**config.mk**
```make
export PLATFORM = sky130hd
export DESIGN_NAME = array_bst_insert_search
export DESIGN_NICKNAME = d
export VERILOG_FILES = /design/src/design/abst_pkg.sv /design/src/design/abst_dp.sv /design/src/design/abst_ctrl.sv /design/src/design/array_bst_insert_search.sv
export SDC_FILE = /design/constraint.sdc
export NUM_CORES = 2
export LEC_CHECK = 0
export ABC_CLOCK_PERIOD_IN_PS = 13600
export BUFFER_PORTS_ARGS = -buffer_cell sky130_fd_sc_hd__buf_2
export CAP_MARGIN = 20
export CORE_ASPECT_RATIO = 1.2
export CORE_MARGIN = 1
export CORE_UTILIZATION = 40
export CTS_CLUSTER_DIAMETER = 40
export DETAILED_ROUTE_END_ITERATION = 6
export SYNTH_ARGS = -nofsm -noshare
export SYNTH_HDL_FRONTEND = slang
export SYNTH_MEMORY_MAX_BITS = 65536
export SYNTH_SLANG_ARGS = --single-unit
export TNS_END_PERCENT = 20
```
**constraint.sdc**
```tcl
create_clock -name clk_i -period 13.6 [get_ports clk_i]
set_clock_uncertainty 0.15 [all_clocks]
set_input_delay 1.36 -clock clk_i [delete_from_list [all_inputs] [get_ports clk_i]]
set_output_delay 1.36 -clock clk_i [all_outputs]
set_load 0.01 [all_outputs]
```
**src/design/abst_pkg.sv**
```systemverilog
// Shared types and codes for the array-held binary search tree.
// Used by the datapath, the controller, the top level and the checker.
package abst_pkg;

  localparam int unsigned KEY_W  = 32;
  localparam int unsigned SLOT_W = 7;
  localparam int unsigned STAT_W = 3;

  localparam logic CMD_INSERT = 1'b0;
  localparam logic CMD_SEARCH = 1'b1;

  localparam logic [STAT_W-1:0] ST_INSERTED  = 3'd0;
  localparam logic [STAT_W-1:0] ST_DUPLICATE = 3'd1;
  localparam logic [STAT_W-1:0] ST_NO_ROOM   = 3'd2;
  localparam logic [STAT_W-1:0] ST_FOUND     = 3'd3;
  localparam logic [STAT_W-1:0] ST_NOT_FOUND = 3'd4;

  typedef struct packed {
    logic                    command;
    logic signed [KEY_W-1:0] key;
  } in_item_t;

  typedef struct packed {
    logic [STAT_W-1:0] status;
    logic [SLOT_W-1:0] slot_index;
  } out_item_t;

  // Controller to datapath.
  typedef struct packed {
    logic load;     // capture the accepted item, restart the walk at the root
    logic clr_wr;   // clear one slot of the clearing pass
    logic rd;       // read the slot under the walk index
    logic descend;  // move to the left or right child
    logic set_hit;  // mark the walk as stopped on an equal key
    logic finish;   // write back on insert and load the result register
  } abst_cmd_t;

  // Datapath to controller.
  typedef struct packed {
    logic in_range;   // walk index below the slot count
    logic node_valid; // slot just read holds a key
    logic node_eq;    // that key equals the item's key
    logic out_free;   // result register can take a new item
    logic clr_last;   // clearing pass is at its last slot
  } abst_sts_t;

endpackage

```
**src/design/abst_dp.sv**
```systemverilog
// Datapath of the array-held binary search tree: slot memory, walk index,
// compare and the result register. Depends on abst_pkg.
module abst_dp #(
  parameter int unsigned TREE_SLOTS = 128
) (
  input  logic                  clk_i,
  input  logic                  rst_ni,
  input  abst_pkg::in_item_t    in_data_i,
  input  abst_pkg::abst_cmd_t   cmd_i,
  output abst_pkg::abst_sts_t   sts_o,
  input  logic                  out_ready_i,
  output logic                  out_valid_o,
  output abst_pkg::out_item_t   out_data_o
);

  localparam int unsigned IW = $clog2(2 * TREE_SLOTS + 1);
  localparam int unsigned AW = (TREE_SLOTS > 1) ? $clog2(TREE_SLOTS) : 1;
  localparam int unsigned MW = abst_pkg::KEY_W + 1;

  logic                              cmd_q;
  logic signed [abst_pkg::KEY_W-1:0] key_q;
  logic [IW-1:0]                     idx_q;
  logic                              hit_q;
  logic [AW-1:0]                     clr_q;
  logic [MW-1:0]                     mem [TREE_SLOTS];
  logic [MW-1:0]                     rd_q;
  logic                              out_valid_q;
  abst_pkg::out_item_t               out_q;

  logic signed [abst_pkg::KEY_W-1:0] node_key;
  logic                              node_lt;
  logic                              in_range;
  logic                              we;
  logic [AW-1:0]                     waddr;
  logic [MW-1:0]                     wdata;
  abst_pkg::out_item_t               res;

  assign node_key = $signed(rd_q[abst_pkg::KEY_W-1:0]);
  assign node_lt  = key_q < node_key;
  assign in_range = idx_q < IW'(TREE_SLOTS);

  assign sts_o.in_range   = in_range;
  assign sts_o.node_valid = rd_q[MW-1];
  assign sts_o.node_eq    = (rd_q[abst_pkg::KEY_W-1:0] == key_q);
  assign sts_o.out_free   = !out_valid_q || out_ready_i;
  assign sts_o.clr_last   = (clr_q == AW'(TREE_SLOTS - 1));

  always_comb begin
    res.slot_index = '0;
    if (cmd_q == abst_pkg::CMD_INSERT) begin
      if (hit_q) begin
        res.status = abst_pkg::ST_DUPLICATE;
      end else if (in_range) begin
        res.status     = abst_pkg::ST_INSERTED;
        res.slot_index = abst_pkg::SLOT_W'(idx_q);
      end else begin
        res.status = abst_pkg::ST_NO_ROOM;
      end
    end else begin
      if (hit_q) begin
        res.status     = abst_pkg::ST_FOUND;
        res.slot_index = abst_pkg::SLOT_W'(idx_q);
      end else begin
        res.status = abst_pkg::ST_NOT_FOUND;
      end
    end
  end

  assign we    = cmd_i.clr_wr ||
                 (cmd_i.finish && (cmd_q == abst_pkg::CMD_INSERT) && !hit_q && in_range);
  assign waddr = cmd_i.clr_wr ? clr_q : idx_q[AW-1:0];
  assign wdata = cmd_i.clr_wr ? '0 : {1'b1, key_q};

  // Slot memory: valid bit and key per word, one write and one registered read.
  always_ff @(posedge clk_i) begin
    if (we) begin
      mem[waddr] <= wdata;
    end
    if (cmd_i.rd) begin
      rd_q <= mem[idx_q[AW-1:0]];
    end
  end

  always_ff @(posedge clk_i) begin
    if (cmd_i.load) begin
      cmd_q <= in_data_i.command;
      key_q <= in_data_i.key;
    end
  end

  always_ff @(posedge clk_i or negedge rst_ni) begin
    if (!rst_ni) begin
      idx_q <= '0;
      hit_q <= 1'b0;
    end else if (cmd_i.load) begin
      idx_q <= '0;
      hit_q <= 1'b0;
    end else begin
      if (cmd_i.descend) begin
        idx_q <= (idx_q << 1) + (node_lt ? IW'(1) : IW'(2));
      end
      if (cmd_i.set_hit) begin
        hit_q <= 1'b1;
      end
    end
  end

  always_ff @(posedge clk_i or negedge rst_ni) begin
    if (!rst_ni) begin
      clr_q <= '0;
    end else if (cmd_i.clr_wr) begin
      clr_q <= clr_q + AW'(1);
    end
  end

  always_ff @(posedge clk_i or negedge rst_ni) begin
    if (!rst_ni) begin
      out_valid_q <= 1'b0;
    end else if (cmd_i.finish) begin
      out_valid_q <= 1'b1;
    end else if (out_ready_i) begin
      out_valid_q <= 1'b0;
    end
  end

  always_ff @(posedge clk_i) begin
    if (cmd_i.finish) begin
      out_q <= res;
    end
  end

  assign out_valid_o = out_valid_q;
  assign out_data_o  = out_q;

endmodule

```
**src/design/abst_ctrl.sv**
```systemverilog
// Controller of the array-held binary search tree: clearing pass and the
// per-level read and compare sequence. Depends on abst_pkg.
module abst_ctrl (
  input  logic                clk_i,
  input  logic                rst_ni,
  input  logic                in_valid_i,
  output logic                in_ready_o,
  input  abst_pkg::abst_sts_t sts_i,
  output abst_pkg::abst_cmd_t cmd_o
);

  localparam logic [2:0] S_CLEAR   = 3'd0;
  localparam logic [2:0] S_IDLE    = 3'd1;
  localparam logic [2:0] S_LOOKUP  = 3'd2;
  localparam logic [2:0] S_COMPARE = 3'd3;
  localparam logic [2:0] S_FINISH  = 3'd4;

  logic [2:0] state_q, state_d;

  always_comb begin
    state_d    = state_q;
    cmd_o      = '0;
    in_ready_o = 1'b0;
    unique case (state_q)
      S_CLEAR: begin
        cmd_o.clr_wr = 1'b1;
        if (sts_i.clr_last) state_d = S_IDLE;
      end
      S_IDLE: begin
        in_ready_o = 1'b1;
        if (in_valid_i) begin
          cmd_o.load = 1'b1;
          state_d    = S_LOOKUP;
        end
      end
      S_LOOKUP: begin
        if (sts_i.in_range) begin
          cmd_o.rd = 1'b1;
          state_d  = S_COMPARE;
        end else begin
          state_d = S_FINISH;
        end
      end
      S_COMPARE: begin
        priority if (!sts_i.node_valid) begin
          state_d = S_FINISH;
        end else if (sts_i.node_eq) begin
          cmd_o.set_hit = 1'b1;
          state_d       = S_FINISH;
        end else begin
          cmd_o.descend = 1'b1;
          state_d       = S_LOOKUP;
        end
      end
      S_FINISH: begin
        if (sts_i.out_free) begin
          cmd_o.finish = 1'b1;
          state_d      = S_IDLE;
        end
      end
      default: begin
        state_d = S_IDLE;
      end
    endcase
  end

  always_ff @(posedge clk_i or negedge rst_ni) begin
    if (!rst_ni) begin
      state_q <= S_CLEAR;
    end else begin
      state_q <= state_d;
    end
  end

endmodule

```
**src/design/array_bst_insert_search.sv**
```systemverilog
// Each accepted item walks the tree from the root: every slot on its path is
// read (LOOKUP) and compared (COMPARE); the walk ends in FINISH, also when it
// runs past the last slot. FINISH waits while the sink holds a result; the next
// item is taken the cycle after the result is registered.
// Reset: asynchronous, active low; afterwards a clearing pass writes every slot
// empty before the first item is accepted.
module array_bst_insert_search #(
  parameter int unsigned TREE_SLOTS = 128
) (
  input  logic                clk_i,
  input  logic                rst_ni,
  input  logic                in_valid_i,
  output logic                in_ready_o,
  input  abst_pkg::in_item_t  in_data_i,
  output logic                out_valid_o,
  input  logic                out_ready_i,
  output abst_pkg::out_item_t out_data_o
);

  // Command and status bundles between the sequencer and the datapath.
  abst_pkg::abst_cmd_t cmd;
  abst_pkg::abst_sts_t sts;

  // Sequencer: hold off items during the clearing pass, then walk the tree
  // level by level, read a slot, compare, descend or stop.
  abst_ctrl u_ctrl (
    .clk_i      (clk_i),
    .rst_ni     (rst_ni),
    .in_valid_i (in_valid_i),
    .in_ready_o (in_ready_o),
    .sts_i      (sts),
    .cmd_o      (cmd)
  );

  // Datapath: slot memory with a valid bit per word, walk index, key
  // compare and the output register that decouples the result from the walk.
  abst_dp #(
    .TREE_SLOTS (TREE_SLOTS)
  ) u_dp (
    .clk_i       (clk_i),
    .rst_ni      (rst_ni),
    .in_data_i   (in_data_i),
    .cmd_i       (cmd),
    .sts_o       (sts),
    .out_ready_i (out_ready_i),
    .out_valid_o (out_valid_o),
    .out_data_o  (out_data_o)
  );

endmodule

```
==> flow_summary_export.csv <==
group,metric,value,unit
floorplan,die_w,589.6,um
global_routing,overflow,0,
clock_network,cts_sinks,4321,
sta,max-slew-margin-rel,22.02,%
layout,drive_gt1_share,21.76,%
floorplan,start_util,40.24,%
layout,fill_cells,34240,
route,vias_per_cell,5.897,
pwr,peakVddDrop,0.1708,mV
clock_network,cts_setup_buffers,0,
clock_network,worst_skew_pair.late_latency,970,ps
run_status,status,"finished clean",
min_path,min-delay-path-class,"input port to asynchronous set/reset pin",
pwr,leakage,56.80,nW
sta,min_period,6031,ps
clock_network,cts_hold_buf,0,
synth,async_flop_share,0.4860,%
place,port_buffers,48,
sta,setup_ws,7569,ps
floorplan,io_pins,49,
global_routing,first_global_vias,83579,
route,drcViolationCount,0,
pwr,p_seq_share,46.0,%
sta,setup_violations,0,
route,vias,83820,
clock_network,post_cts_resized,0,
flow_run,drv_cap,0,
pwr,share_comb_of_total_power,20.2,%
critical_path,required,14120,ps
place,gp_congestion,0.8482,
layout,mostFrequentLayoutCell,"edfxtp_1",
clock_network,cts_buffer_depth,4,
synth,synth_ff_type,"edfxtp_1",
sta,fin_tns_setup,0,ps
sta,hold_violations,0,
floorplan,die_area,416900,um^2
critical_path,worst_setup_path_end_kind,"register",
pwr,net-switching-power,0.01112,W
sta,rsz0062_at_grt,"no",
floorplan,core,411900,um^2
route,drtIter0Drc,10447,
global_routing,grt_usage,22.40,%
route,ant_nets,0,
synth,yosysWarnings,0,
global_routing,grt_max_degree,125,
critical_path,worstSetupStartpointType,"register",
global_routing,grt_pass1_wl,656.1,mm
clock_network,path_clk_slew,60,ps
synth,syn_area_per_cell,20.60,um^2
sta,period_share,44.35,%
synth,ys_seq_area_share,78.23,%
synth,synth_edf_count,4300,
floorplan,die-height,707.1,um
layout,final_cell_mix,"edfxtp_1 (4300), mux2i_1 (830), mux4_2 (693)",
synth,syn_nets,8116,
global_routing,grt_antenna_before_repair,35,
clock_network,root_buffer,"clkbuf_16",
sta,worst_pin_slew,1170,ps
pwr,p_sw_share,29.94,%
synth,synth_area,165700,um^2
pwr,powerDensity,196.2,nW/um^2
place,post-place-ws,7670,ps
synth,synthCells,8044,
synth,ys_types,51,
clock_network,cts_made_buffers,450,
clock_network,cts_tree,"yes",
clock_network,cts-htree-levels,5,
route,wl_per_cell,33.43,um
layout,areaGrowthSynthToFinish,14.22,%
place,dp_hpwl,260.4,mm
critical_path,path_class,"register to register",
critical_path,cp.arrival,6550,ps
sta,slew_viol_final,0,
route,dr.pass1.iters,5,
sta,timing.fmax,0.1658,GHz
route,wirelength,475.1,mm
pwr,p_int,0.02602,W
floorplan,num_rows,258,
synth,ys_ff_latch,4321,
critical_path,crit_path_max_fanout,124,
layout,final_nets,8440,
pwr,clockPowerShare,33.7,%
logic make-up after synthesis:
kind of cell	after synthesis	synth area share, %
multiplexers	1524	14.44
AND/OR/NAND/NOR	863	2.450
flip-flops	4321	78.23
XOR/XNOR	12	0.06342
adder cells (fa/ha/maj)	35	0.2642
AO/OA/AOI/OAI	804	3.256
buffers and inverters	485	1.301
per-layer routing:
layer | wire (um) | part of all wire [%] | vias to the layer above | GRT usage [%]
met3 | 40140 | 8.4 | 684 | 3.995
met5 | 98 | 0.021 | - | 0
met4 | 19090 | 4.0 | 16 | 8.455
met1 | 183600 | 39 | 45093 | 29.57
li1 | - | - | 34001 | -
met2 | 232200 | 49 | 4026 | 37.07
power groups by stage:
stage          registers (W)  logic [W]  clock network [W]
6_report              0.0171    0.00751             0.0125
5_1_grt               0.0171    0.00780             0.0132
4_1_cts               0.0171    0.00747             0.0127
3_5_place_dp          0.0174    0.00747                  0
3_3_place_gp          0.0174    0.00729                  0
2_1_floorplan         0.0174    0.00393                  0
area by class of cell:
| cell class | count | area [um^2] | area share, % |
|---|---|---|---|
| well taps | 5460 | 6832 | 3.609 |
| inverters | 36 | 140.1 | 0.07403 |
| multi-input cells | 3238 | 35100 | 18.54 |
| diodes | 15 | 37.54 | 0.01983 |
| flip-flops and latches | 4321 | 129700 | 68.50 |
| repair buffers | 321 | 2497 | 1.319 |
| clock inverters | 296 | 3309 | 1.748 |
| clock buffers | 527 | 11720 | 6.191 |
state kept, by name (all words and copies together), names as in the netlist:
name / count
u_ctrl.state_q: 3
u_dp.clr_q: 7
u_dp.cmd_q: 1
u_dp.hit_q: 1
u_dp.idx_q: 9
u_dp.key_q: 32
u_dp.mem: 4224
u_dp.out_data_o: 10
u_dp.out_valid_o: 1
u_dp.rd_q: 33
cells in the mapped netlist, types with 2 or more instances:
| master | instances | area share (%) |
|---|---|---|
| ha_1 | 35 | 0.26 |
| mux2i_1 | 830 | 5.0 |
| nor3_1 | 7 | 0.021 |
| mux4_2 | 693 | 9.4 |
| xor2_1 | 5 | 0.026 |
| nand3_1 | 251 | 0.76 |
| buf_6 | 9 | 0.061 |
| nand2b_1 | 6 | 0.023 |
| nor2_1 | 149 | 0.34 |
| buf_1 | 28 | 0.063 |
| o31a_1 | 2 | 0.011 |
| nor2b_1 | 39 | 0.15 |
| and3b_1 | 3 | 0.016 |
| inv_1 | 35 | 0.079 |
| o21ai_0 | 13 | 0.039 |
| a41o_1 | 33 | 0.20 |
| a21boi_0 | 2 | 0.0091 |
| a21oi_1 | 278 | 0.84 |
| buf_4 | 10 | 0.045 |
| nand2_1 | 272 | 0.62 |
| buf_2 | 184 | 0.56 |
| nand3b_1 | 4 | 0.018 |
| a211oi_1 | 68 | 0.31 |
| a22oi_1 | 397 | 1.8 |
| nand4_1 | 76 | 0.29 |
| nor3b_1 | 3 | 0.014 |
| and2_1 | 41 | 0.15 |
| or4_1 | 2 | 0.0091 |
| dfrtp_1 | 21 | 0.32 |
| clkbuf_1 | 218 | 0.49 |
| and3_1 | 3 | 0.011 |
| o21ai_1 | 3 | 0.0091 |
| xnor2_1 | 7 | 0.037 |
| edfxtp_1 | 4300 | 78 |
final timing paths:
kind,start,endpoint,slack [ps],cells past startpoint
min,rst_ni,u_dp.idx_q[2],260,1
min in group clk_i,u_dp.clr_q[4],u_dp.clr_q[4],380,1
max,u_dp.idx_q[2],u_dp.rd_q[29],7570,9
max in group asynchronous,rst_ni,u_dp.idx_q[3],12540,1
max reg2reg,u_dp.idx_q[2],u_dp.rd_q[29],7570,9
min reg2reg,u_dp.clr_q[4],u_dp.clr_q[4],380,1
worst max-delay path, cell delays in order (launching register included):
cell and delay, ps:
dfrtp_4 810, buf_12 560, buf_12 600, buf_4 710, buf_4 640, mux2i_1 250, a22oi_1 100, nand3_1 290
a41o_1 720, nand3_1 190
metrics by stage:
| stage | std cells | cell area, um^2 | hold slack (ps) | total power, W | util (%) |
|---|---|---|---|---|---|
| 2_1_floorplan | 8044 | 165700 | 332.5 | 0.02129 | - |
| 3_3_place_gp | 13368 | 174100 | 357.3 | 0.02464 | 42.27 |
| 3_5_place_dp | 13373 | 174200 | 367.9 | 0.02483 | 42.29 |
| 4_1_cts | 14196 | 189200 | 201.0 | 0.03724 | 45.93 |
| 5_1_grt | 14200 | 189300 | 263.8 | 0.03807 | 45.95 |
| 6_report | 14214 | 189300 | 262.7 | 0.03714 | 45.96 |
Note: power is estimated with default switching activity, not from simulation.
